File: config.mk
export PLATFORM = sky130hd
export DESIGN_NAME = crp_ctrl
export DESIGN_NICKNAME = d
export VERILOG_FILES = /design/src/hw/rtl/crp_pkg.sv /design/src/hw/rtl/crp_ctrl.sv
export SDC_FILE = /design/constraint.sdc
export NUM_CORES = 1
export LEC_CHECK = 0
export ABC_CLOCK_PERIOD_IN_PS = 1750
export BUFFER_PORTS_ARGS = -buffer_cell sky130_fd_sc_hd__buf_2
export CORE_UTILIZATION = 45
export DETAILED_ROUTE_END_ITERATION = 6
export PLACE_DENSITY = 0.78
export SYNTH_ARGS = -nofsm -noshare
export SYNTH_HDL_FRONTEND = slang
export SYNTH_SLANG_ARGS = --single-unit
File: constraint.sdc
create_clock -name clk -period 1.75 [get_ports clk]
set_input_delay 0.175 -clock clk [delete_from_list [all_inputs] [get_ports clk]]
set_output_delay 0.175 -clock clk [all_outputs]
set_load 0.05 [all_outputs]
File: src/hw/rtl/crp_pkg.sv
// Package for the copy-chain position resolver: default sizes, command and
// status codes, and the control/status structs between controller and datapath.
// No dependencies.
`default_nettype none

package crp_pkg;

	// Default sizes
	localparam int MAX_BASE_DEF = 4096;
	localparam int MAX_OPS_DEF  = 64;
	localparam int POS_BITS_DEF = 60;

	// Request commands
	typedef enum logic [1:0] {
		CMD_CHAR  = 2'd0,
		CMD_COPY  = 2'd1,
		CMD_QUERY = 2'd2,
		CMD_CLEAR = 2'd3
	} cmd_t;

	// Result status codes
	typedef enum logic [1:0] {
		ST_OK     = 2'd0,
		ST_REJECT = 2'd1,
		ST_BEYOND = 2'd2
	} status_t;

	// Controller to datapath strobes
	typedef struct packed {
		logic    capture;
		logic    chr_write;
		logic    copy_diff;
		logic    copy_sum;
		logic    copy_write;
		logic    clear;
		logic    q_init;
		logic    q_sub;
		logic    q_add;
		logic    q_dec;
		logic    res_load;
		status_t res_status;
		logic    res_char;
		logic    out_load;
	} ctl_t;

	// Datapath to controller flags
	typedef struct packed {
		logic chr_bad;
		logic copy_bad;
		logic pos_ge_total;
		logic pos_lt_base;
		logic ge;
	} stat_t;

endpackage

`default_nettype wire

File: src/hw/rtl/crp_ctrl.sv
// Controller of the copy-chain position resolver: request handshake, command
// sequencing and the output valid flag. Depends on crp_pkg.
`default_nettype none

module crp_ctrl (
	input  wire logic           clk,
	input  wire logic           arst_n,
	input  wire logic           in_valid,
	output logic                in_ready,
	input  wire logic [1:0]     cmd,
	output logic                out_valid,
	input  wire logic           out_ready,
	input  wire crp_pkg::stat_t stat,
	output crp_pkg::ctl_t       ctl
);
	import crp_pkg::*;

	typedef enum logic [3:0] {
		S_IDLE,
		S_CHR,
		S_CD,
		S_CS,
		S_CW,
		S_CLR,
		S_QCHK,
		S_QRD,
		S_QSUB,
		S_QADD,
		S_QCHB,
		S_BRD,
		S_BRES,
		S_DONE
	} state_t;

	state_t state_q;
	state_t state_d;
	logic   out_valid_q;
	logic   accept;
	logic   out_free;

	assign in_ready  = (state_q == S_IDLE);
	assign accept    = in_valid && in_ready;
	assign out_free  = !out_valid_q || out_ready;
	assign out_valid = out_valid_q;

	// Next state and datapath strobes
	always_comb begin
		state_d = state_q;
		ctl     = '0;
		unique case (state_q)
			S_IDLE: begin
				if (accept) begin
					ctl.capture = 1'b1;
					unique case (cmd_t'(cmd))
						CMD_CHAR:  state_d = S_CHR;
						CMD_COPY:  state_d = S_CD;
						CMD_QUERY: state_d = S_QCHK;
						CMD_CLEAR: state_d = S_CLR;
						default:   state_d = S_CLR;
					endcase
				end
			end
			S_CHR: begin
				ctl.res_load = 1'b1;
				if (stat.chr_bad) begin
					ctl.res_status = ST_REJECT;
				end else begin
					ctl.chr_write  = 1'b1;
					ctl.res_status = ST_OK;
				end
				state_d = S_DONE;
			end
			S_CD: begin
				ctl.copy_diff = 1'b1;
				state_d       = S_CS;
			end
			S_CS: begin
				ctl.copy_sum = 1'b1;
				state_d      = S_CW;
			end
			S_CW: begin
				ctl.res_load = 1'b1;
				if (stat.copy_bad) begin
					ctl.res_status = ST_REJECT;
				end else begin
					ctl.copy_write = 1'b1;
					ctl.res_status = ST_OK;
				end
				state_d = S_DONE;
			end
			S_CLR: begin
				ctl.clear      = 1'b1;
				ctl.res_load   = 1'b1;
				ctl.res_status = ST_OK;
				state_d        = S_DONE;
			end
			S_QCHK: begin
				priority if (stat.pos_ge_total) begin
					ctl.res_load   = 1'b1;
					ctl.res_status = ST_BEYOND;
					state_d        = S_DONE;
				end else if (stat.pos_lt_base) begin
					state_d = S_BRD;
				end else begin
					ctl.q_init = 1'b1;
					state_d    = S_QRD;
				end
			end
			// Table address settles; read data registered at this edge
			S_QRD: state_d = S_QSUB;
			S_QSUB: begin
				ctl.q_sub = 1'b1;
				state_d   = S_QADD;
			end
			S_QADD: begin
				if (stat.ge) begin
					ctl.q_add = 1'b1;
					state_d   = S_QCHB;
				end else begin
					ctl.q_dec = 1'b1;
					state_d   = S_QRD;
				end
			end
			S_QCHB: begin
				if (stat.pos_lt_base) begin
					state_d = S_BRD;
				end else begin
					ctl.q_dec = 1'b1;
					state_d   = S_QRD;
				end
			end
			S_BRD: state_d = S_BRES;
			S_BRES: begin
				ctl.res_load   = 1'b1;
				ctl.res_status = ST_OK;
				ctl.res_char   = 1'b1;
				state_d        = S_DONE;
			end
			S_DONE: begin
				if (out_free) begin
					ctl.out_load = 1'b1;
					state_d      = S_IDLE;
				end
			end
			default: state_d = S_IDLE;
		endcase
	end

	// State and output valid
	always_ff @(posedge clk or negedge arst_n) begin
		if (!arst_n) begin
			state_q     <= S_IDLE;
			out_valid_q <= 1'b0;
		end else begin
			state_q <= state_d;
			if (ctl.out_load) begin
				out_valid_q <= 1'b1;
			end else if (out_ready) begin
				out_valid_q <= 1'b0;
			end
		end
	end

endmodule

`default_nettype wire

==> results of run 1 <==
==> worst max-delay path, delay by kind of cell (launching register included) <==
kind,cells,cell delay [ns]
flip-flops,1,0.47
AND/OR/NAND/NOR,2,0.56
buffers and inverters,2,0.26
==> flip-flops by register name (all words and copies together), names as in the netlist <==
register	count
out_valid	1
state_q	4
==> layer usage <==
layer / track usage [%] / share of wire [%]
met4: 4.31 / 0.59
met2: 39.6 / 49
met1: 34.8 / 44
met5: 0 / 0
met3: 7.56 / 6.8
==> power by group <==
part | leakage, nW | switching (mW) | internal [mW]
registers | 0.0581 | 0.109 | 0.185
clock network | 0.0150 | 0.0567 | 0.0868
logic | 0.359 | 0.923 | 0.498
==> stage by stage <==
step	area, sq um	hold WS [ns]	TNS (ns)	cells
2_1_floorplan	642	-0.121	-0.641	82
3_3_place_gp	803	-0.00929	0	123
3_5_place_dp	803	-0.00272	0	123
4_1_cts	842	0.256	0	128
5_1_grt	867	0.297	-0.0512	128
6_report	867	0.275	0	128
==> cells by family after synthesis <==
logic type,Yosys count
AND/OR/NAND/NOR,43
adder cells (fa/ha/maj),2
flip-flops,5
AO/OA/AOI/OAI,21
buffers and inverters,11
==> path summary, 6_finish.rpt <==
path                       depth (start not counted)  slack, ns    endpoint  startpoint
setup reg to reg                                   5       0.33  state_q[0]  state_q[1]
setup / recovery                                   4       0.04      ctl[3]  state_q[0]
hold / removal                                     2       0.27  state_q[2]      arst_n
max in group asynchronous                          2       1.33  state_q[1]      arst_n
min in group clk                                   3       0.28   out_valid   out_ready
hold reg to reg                                    2       0.56   out_valid   out_valid
==> cell type report <==
type,instances,area [sq um],area share [%]
timing repair buffer,33,206,23.8
inverter,6,22.5,2.60
sequential,5,129,14.9
clock buffer,4,26.3,3.03
tap,14,17.5,2.02
multi-input combinational,66,465,53.7
==> repair_timing <==
item,in CTS,in global routing
endpoints found under the setup margin,5,8
hold buffers,1,0
hold endpoints to repair,5,0
resized for setup,2,11
==> layout by cell type (no fill, tap or decap), types with 2 or more instances in the layout <==
| master | netlist | layout |
|---|---|---|
| inv_1 | 6 | 6 |
| o21ai_0 | 3 | 3 |
| buf_2 | 2 | 19 |
| clkbuf_4 | 0 | 10 |
| a21oi_1 | 4 | 4 |
| nor3_1 | 7 | 4 |
| dfrtp_1 | 5 | 2 |
| nor2b_1 | 2 | 2 |
| ha_1 | 2 | 2 |
| dfrtp_2 | 0 | 3 |
| and3_1 | 2 | 2 |
| nor3_2 | 0 | 3 |
| buf_4 | 2 | 5 |
| nor2_1 | 11 | 11 |
| nand2b_1 | 6 | 6 |
| nand2_1 | 4 | 4 |
==> impl_metrics.env, run 1 <==
export IMPL_status="finished clean"
export IMPL_ant_nets=0
export IMPL_cp_cell_sequence="nand2b_1, or3_1, inv_1, buf_4"
export IMPL_fin_crit_sh_pct=97.9
export IMPL_yosysUniqueCellTypes=37
export IMPL_grt_overflow_total=0
export IMPL_initial_core_util_pct=51.3
export IMPL_timing_final_ws_setup_ns=0.0364
export IMPL_area_growth_pct=44.4
export IMPL_ys_seq_area_share_pct=20.8
export IMPL_drc_errors=0
export IMPL_yosysTopAreaCellShare_pct=20.8
export IMPL_gp_congestion=0.864
export IMPL_tightest_slew_ns=0.336
export IMPL_synth_edf_count=0
export IMPL_period_minus_slack_ns=1.71
export IMPL_muxShareOfSynthArea_pct=0
export IMPL_grt_pass1_vias=605
export IMPL_netlist_area_sq_um=601
export IMPL_diodes=0
export IMPL_critPathLaunchType="flip-flop"
export IMPL_num_vias=736
export IMPL_synthSimpleGateAreaFrac_pct=40.8
export IMPL_timing_max_cap_violations=0
export IMPL_io_buffer_count=27
export IMPL_setup_viol=0
export IMPL_clk_pin_slew_ns=0.05
export IMPL_final_hold_violation_count=0
export IMPL_synth_flop_cell="dfrtp_1"
export IMPL_end_kind="output pin"
export IMPL_dr_pass1_iters=4
export IMPL_power_mw=1.86
export IMPL_worst_setup_path_type="flip-flop to output pin"
export IMPL_post_cts_buffers=0
export IMPL_dp_hpwl_um=1250
export IMPL_postSynthCellCount=82
export IMPL_wl_per_cell_um=13.3
export IMPL_viasPerCell=5.75
export IMPL_first_iter_violations=11
export IMPL_ys_warn_count=0
export IMPL_yosysMostFrequentCell="nor2_1"
export IMPL_cpPeakStageDelay_ns=0.47
export IMPL_h_tree_depth=1
export IMPL_fp_dieH_um=38.5
export IMPL_root_buffer="clkbuf_4"
export IMPL_fin_skew_ns=0.00308
export IMPL_grt_pass1_wl_um=2620
export IMPL_wirelength_um=1710
export IMPL_pin_count=28
export IMPL_power_density_mw_per_mm2=2140
export IMPL_finalCoreUtilization_pct=74.0
export IMPL_fin_nets=128
export IMPL_hp_class="input pin to asynchronous set/reset pin"
export IMPL_antenna_found_initial=0
export IMPL_synthXorXnorAreaFrac_pct=0
export IMPL_avgSynthCellArea_sq_um=7.32
export IMPL_yosys_area_share_adder_pct=4.17
export IMPL_async_reset_ff_share_pct=100
export IMPL_ys_seq_elements=5
export IMPL_synth_nets=95
export IMPL_synthTopCellsByArea="dfrtp_1, nor2_1, nand2b_1, nor3_1, ha_1"
export IMPL_critPathArrivalTime_ns=1.54
export IMPL_grt_usage_pct=25.4
export IMPL_tritoncts="yes"
export IMPL_dp_slack_ns=0.207
export IMPL_synthTopCellsByCount="nor2_1, nor3_1, inv_1, nand2b_1, dfrtp_1"
export IMPL_peakVddDrop_uv=1220
export IMPL_maxSlewViolCount=0
export IMPL_core_area_sq_mm=0.00117
export IMPL_die_area_sq_mm=0.00148
export IMPL_fillers=91
export IMPL_layout_drive_gt1_share_pct=44.7
export IMPL_cts_buffers_inserted=3
export IMPL_synth_top_area_cell="dfrtp_1"
export IMPL_slew_headroom_pct=77.5
export IMPL_cp_max_fo=9
export IMPL_die_w_um=38.5
export IMPL_rows=12
export IMPL_max_freq_ghz=0.584
export IMPL_clk_latency_ns=0.25
export IMPL_clockBufferDepth=2
export IMPL_leakage_nw=0.432
export IMPL_synth_top_family_by_area="simple AND/OR/NAND/NOR gates"
export IMPL_synth_compound_area_share_pct=25.6
export IMPL_cts_sinks=5
export IMPL_cp_required_ns=1.57
export IMPL_rsz0062_at_grt="true"
export IMPL_crit_path_top_delay_cell="dfrtp_2"
export IMPL_grt_max_degree=13
No activity file was read; power rests on OpenSTA's default activity.
==> run 2: changes to the inputs <==
ABC_CLOCK_PERIOD_IN_PS = not set   (was 1750)
GPL_TIMING_DRIVEN = 0   (was not set)
==> impl_metrics.env, run 2 (same netlist as run 1, synthesis figures left out) <==
export IMPL_dp_hpwl_um=1240
export IMPL_power_mw=1.93
export IMPL_fin_crit_sh_pct=96.5
export IMPL_crit_start="state_q[2]"
export IMPL_fin_setup_tns_ns=0
export IMPL_power_density_mw_per_mm2=2160
export IMPL_max_freq_ghz=0.592
export IMPL_worst_setup_path_type="flip-flop to output pin"
export IMPL_regArea_sq_um=128
export IMPL_use_met3_pct=9.30
export IMPL_area_growth_pct=48.8
export IMPL_maxSlewViolCount=0
export IMPL_dr_pass1_iters=4
export IMPL_diodes=0
export IMPL_timing_final_ws_setup_ns=0.0608
export IMPL_reg2reg_to="state_q[0]"
export IMPL_hp_class="input pin to flip-flop"
export IMPL_critPathArrivalTime_ns=1.51
export IMPL_clockBufferDepth=2
export IMPL_cts_buffers_inserted=3
export IMPL_crit_path_end="ctl[6]"
export IMPL_die_area_sq_mm=0.00148
export IMPL_grtUsageMet1_pct=32.7
export IMPL_tightest_slew_ns=0.309
export IMPL_slew_headroom_pct=79.4
export IMPL_reg2reg_depth=5
export IMPL_io_buffer_count=27
export IMPL_clk_latency_ns=0.24
export IMPL_cp_required_ns=1.57
export IMPL_h_tree_depth=1
export IMPL_timing_max_cap_violations=0
export IMPL_dp_slack_ns=0.0479
export IMPL_fin_nets=130
export IMPL_root_buffer="clkbuf_4"
export IMPL_multi_input_area_sq_um=480
export IMPL_grt_overflow_total=0
export IMPL_met2_usage_pct=42.5
export IMPL_viasPerCell=5.57
export IMPL_top_register="state_q"
export IMPL_r2r_slack_ns=0.32
export IMPL_end_kind="output pin"
export IMPL_final_hold_violation_count=0
export IMPL_initial_core_util_pct=51.3
export IMPL_worstReg2RegStart="state_q[3]"
export IMPL_cts_sinks=5
export IMPL_final_common_cell="buf_2"
export IMPL_grt_usage_pct=25.8
export IMPL_peakVddDrop_uv=1040
export IMPL_drc_errors=0
export IMPL_fillers=86
export IMPL_core_area_sq_mm=0.00117
export IMPL_gp_congestion=0.880
export IMPL_period_minus_slack_ns=1.69
export IMPL_antenna_found_initial=0
export IMPL_pin_count=28
export IMPL_status="finished clean"
export IMPL_fp_dieH_um=38.5
export IMPL_largest_register_ffs=4
export IMPL_rows=12
export IMPL_critPathLaunchType="flip-flop"
export IMPL_fin_skew_ns=0.00560
export IMPL_die_w_um=38.5
export IMPL_layout_drive_gt1_share_pct=46.6
export IMPL_clk_pin_slew_ns=0.04
export IMPL_ant_nets=0
export IMPL_layout_common_cells="buf_2, nor2_1, buf_4, inv_1, clkbuf_4"
export IMPL_first_iter_violations=18
export IMPL_grt_pass1_wl_um=2660
export IMPL_cp_max_fo=5
export IMPL_hp_start="out_ready"
export IMPL_leakage_nw=0.457
export IMPL_wl_per_cell_um=13.4
export IMPL_setup_viol=0
export IMPL_grt_max_degree=11
export IMPL_busiest_layer="met2"
export IMPL_tritoncts="yes"
export IMPL_grt_pass1_vias=618
export IMPL_num_vias=724
export IMPL_wirelength_um=1740
## run 2: cell count changes in the layout (fill, tap and decap cells not counted), sizes merged
cell	delta
clkbuf	-4
buf	+6
## run 2: how the worst min path moves through the flow
stage | to | slack [ns] | depth (start not counted)
2_1_floorplan | out_valid | -0.12 | 0
6_report | out_valid | 0.26 | 3
3_3_place_gp | state_q[1] | -0.01 | 1
5_1_grt | out_valid | 0.27 | 3
3_5_place_dp | state_q[0] | -0.007 | 1
4_1_cts | out_valid | 0.26 | 3
## run 2: power by group
part | total [mW] | leakage, nW | internal (mW) | switching (mW)
Sequential | 0.265 | 0.0591 | 0.183 | 0.0819
Combinational | 1.53 | 0.383 | 0.547 | 0.984
Clock | 0.131 | 0.0150 | 0.0861 | 0.0447
Total | 1.93 | 0.457 | 0.816 | 1.11
## run 2: per-stage QoR
step	hold slack [ns]	utilization (%)	cells	area [sq um]
after floorplan	-0.121	-	82	642
after global placement	-0.0106	67.8	123	795
after detailed placement	-0.00736	67.8	123	795
after CTS	0.258	73.7	128	863
after global routing	0.266	76.3	130	893
final	0.263	76.3	130	893
## run 2: cell type report
cell class | instances | share of cell area (%)
sequential | 5 | 14.3
buffer | 5 | 4.48
timing repair buffer | 30 | 20.0
clock buffer | 4 | 2.94
tap | 14 | 1.96
multi-input combinational | 66 | 53.8
inverter | 6 | 2.52
## run 2: layer usage
| metal | part of all wire (%) | routed length [um] |
|---|---|---|
| met1 | 41 | 723 |
| met2 | 49 | 848 |
| met3 | 9.5 | 165 |
| met4 | 0.34 | 6 |
| met5 | 0 | 0 |
## run 2: critical path, cell delays in order (launching register included)
cell and delay, ns:
dfrtp_2 0.44, buf_6 0.15, nand2b_1 0.24, nor3_2 0.19
clkbuf_4 0.25
## run 2: timing repair
item	in CTS	in global routing
buffers inserted	0	1
gates cloned	0	1
resized for setup	10	12
hold buffers	1	0
hold endpoints to repair	5	0
endpoints found under the setup margin	4	8
==> run 3: changes to the inputs <==
RECOVER_POWER = 25   (was not set)
==> impl_metrics.env, run 3 (same netlist as run 1, synthesis figures left out) <==
export IMPL_slew_headroom_pct=59.9
export IMPL_gp_congestion=0.880
export IMPL_wirelength_um=1730
export IMPL_io_buffer_count=27
export IMPL_fp_dieH_um=38.5
export IMPL_final_common_cell="buf_2"
export IMPL_cp_depth=4
export IMPL_h_tree_depth=1
export IMPL_fin_nets=130
export IMPL_final_hold_violation_count=0
export IMPL_maxSlewViolCount=0
export IMPL_largest_register_ffs=4
export IMPL_crit_path_top_delay_cell="dfrtp_2"
export IMPL_critPathArrivalTime_ns=1.51
export IMPL_layout_cells_non_filler=130
export IMPL_reg2reg_to="state_q[0]"
export IMPL_leakage_nw=0.450
export IMPL_fin_crit_sh_pct=96.3
export IMPL_fin_setup_tns_ns=0
export IMPL_top_register="state_q"
export IMPL_die_w_um=38.5
export IMPL_clockBufferDepth=2
export IMPL_rows=12
export IMPL_end_kind="output pin"
export IMPL_worst_setup_path_type="flip-flop to output pin"
export IMPL_cts_buffers_inserted=3
export IMPL_grt_pass1_vias=618
export IMPL_area_growth_pct=48.3
export IMPL_antenna_found_initial=0
export IMPL_root_buffer="clkbuf_4"
export IMPL_wl_per_cell_um=13.3
export IMPL_hp_class="input pin to flip-flop"
export IMPL_viasPerCell=5.55
export IMPL_grt_max_degree=11
export IMPL_dp_hpwl_um=1240
export IMPL_worstReg2RegStart="state_q[3]"
export IMPL_status="finished clean"
export IMPL_place_inst=123
export IMPL_power_density_mw_per_mm2=2150
export IMPL_dr_pass1_iters=4
export IMPL_cp_max_fo=5
export IMPL_crit_start="state_q[2]"
export IMPL_max_freq_ghz=0.593
export IMPL_grt_pass1_wl_um=2660
export IMPL_grt_overflow_total=0
export IMPL_layout_common_cells="buf_2, nor2_1, buf_4, inv_1, clkbuf_4"
export IMPL_initial_core_util_pct=51.3
export IMPL_cts_sinks=5
export IMPL_place_area_sq_um=795
export IMPL_grt_usage_pct=25.8
export IMPL_critPathLaunchType="flip-flop"
export IMPL_final_area_sq_um=891
export IMPL_critPathBufInv=2
export IMPL_reg2reg_depth=5
export IMPL_pin_count=28
export IMPL_peakVddDrop_uv=1030
export IMPL_crit_family="flip-flops"
export IMPL_setup_viol=0
export IMPL_core_area_sq_mm=0.00117
export IMPL_die_area_sq_mm=0.00148
export IMPL_tightest_slew_ns=0.604
export IMPL_dp_slack_ns=0.0479
export IMPL_clk_latency_ns=0.24
export IMPL_drc_errors=0
export IMPL_first_iter_violations=19
export IMPL_timing_final_ws_setup_ns=0.0645
export IMPL_diodes=0
export IMPL_power_mw=1.92
export IMPL_ant_nets=0
export IMPL_fin_skew_ns=0.00571
export IMPL_cp_required_ns=1.57
export IMPL_tritoncts="yes"
export IMPL_clk_pin_slew_ns=0.04
export IMPL_cpPeakStageDelay_ns=0.44
export IMPL_num_vias=721
export IMPL_crit_path_end="ctl[6]"
export IMPL_cp_cell_sequence="buf_6, nand2b_1, nor3_2, clkbuf_4"
export IMPL_r2r_slack_ns=0.32
export IMPL_timing_max_cap_violations=0
export IMPL_layout_drive_gt1_share_pct=44.8
export IMPL_period_minus_slack_ns=1.69
==> run 3: cell count changes in the layout (fill, tap and decap cells not counted), sizes merged <==
cell	change
clkbuf	+2
buf	-2
==> run 3: metal layers <==
| layer | up-vias | track usage [%] | part of all wire, % |
|---|---|---|---|
| met2 | 40 | 42.5 | 48 |
| met3 | 3 | 9.30 | 9.4 |
| met4 | 0 | 3.45 | 0.70 |
| li1 | 358 | - | - |
| met5 | - | 0 | 0 |
| met1 | 320 | 32.7 | 41 |
==> run 3: worst min-delay path, stage by stage <==
cell and delay, ns:
buf_2 0.07, nand2b_1 0.15, nand2_1 0.06
==> run 3: layout make-up <==
cell class	count	area [sq um]
multi-input combinational	66	480
clock buffer	4	26.3
timing repair buffer	30	176
fill	88	280
tap	14	17.5
sequential	5	128
buffer	5	40.0
inverter	6	22.5
==> run 3: how the worst min path moves through the flow <==
stage / to / from / cells past startpoint / slack, ns
floorplan: out_valid / arst_n / 0 / -0.12
global placement: state_q[1] / arst_n / 1 / -0.01
CTS: out_valid / out_ready / 3 / 0.26
detailed placement: state_q[0] / arst_n / 1 / -0.007
global route: out_valid / out_ready / 3 / 0.27
finish: out_valid / out_ready / 3 / 0.26
==> run 3: stage by stage <==
step	utilization [%]	hold WS, ns
CTS	73.7	0.258
global route	76.1	0.266
floorplan	-	-0.121
finish	76.1	0.262
global placement	67.8	-0.0106
detailed placement	67.8	-0.00736
==> run 3: what timing repair did <==
action | in CTS | in global routing
hold endpoints to repair | 5 | 0
buffers inserted | 0 | 1
gates cloned | 0 | 1
endpoints found under the setup margin | 4 | 8
gates resized for setup | 10 | 12
hold buffers | 1 | 0
==> run 3: power by group <==
part	internal [mW]	leakage (nW)	switching [mW]
combinational	0.543	0.376	0.980
sequential	0.183	0.0591	0.0803
clock	0.0861	0.0150	0.0449
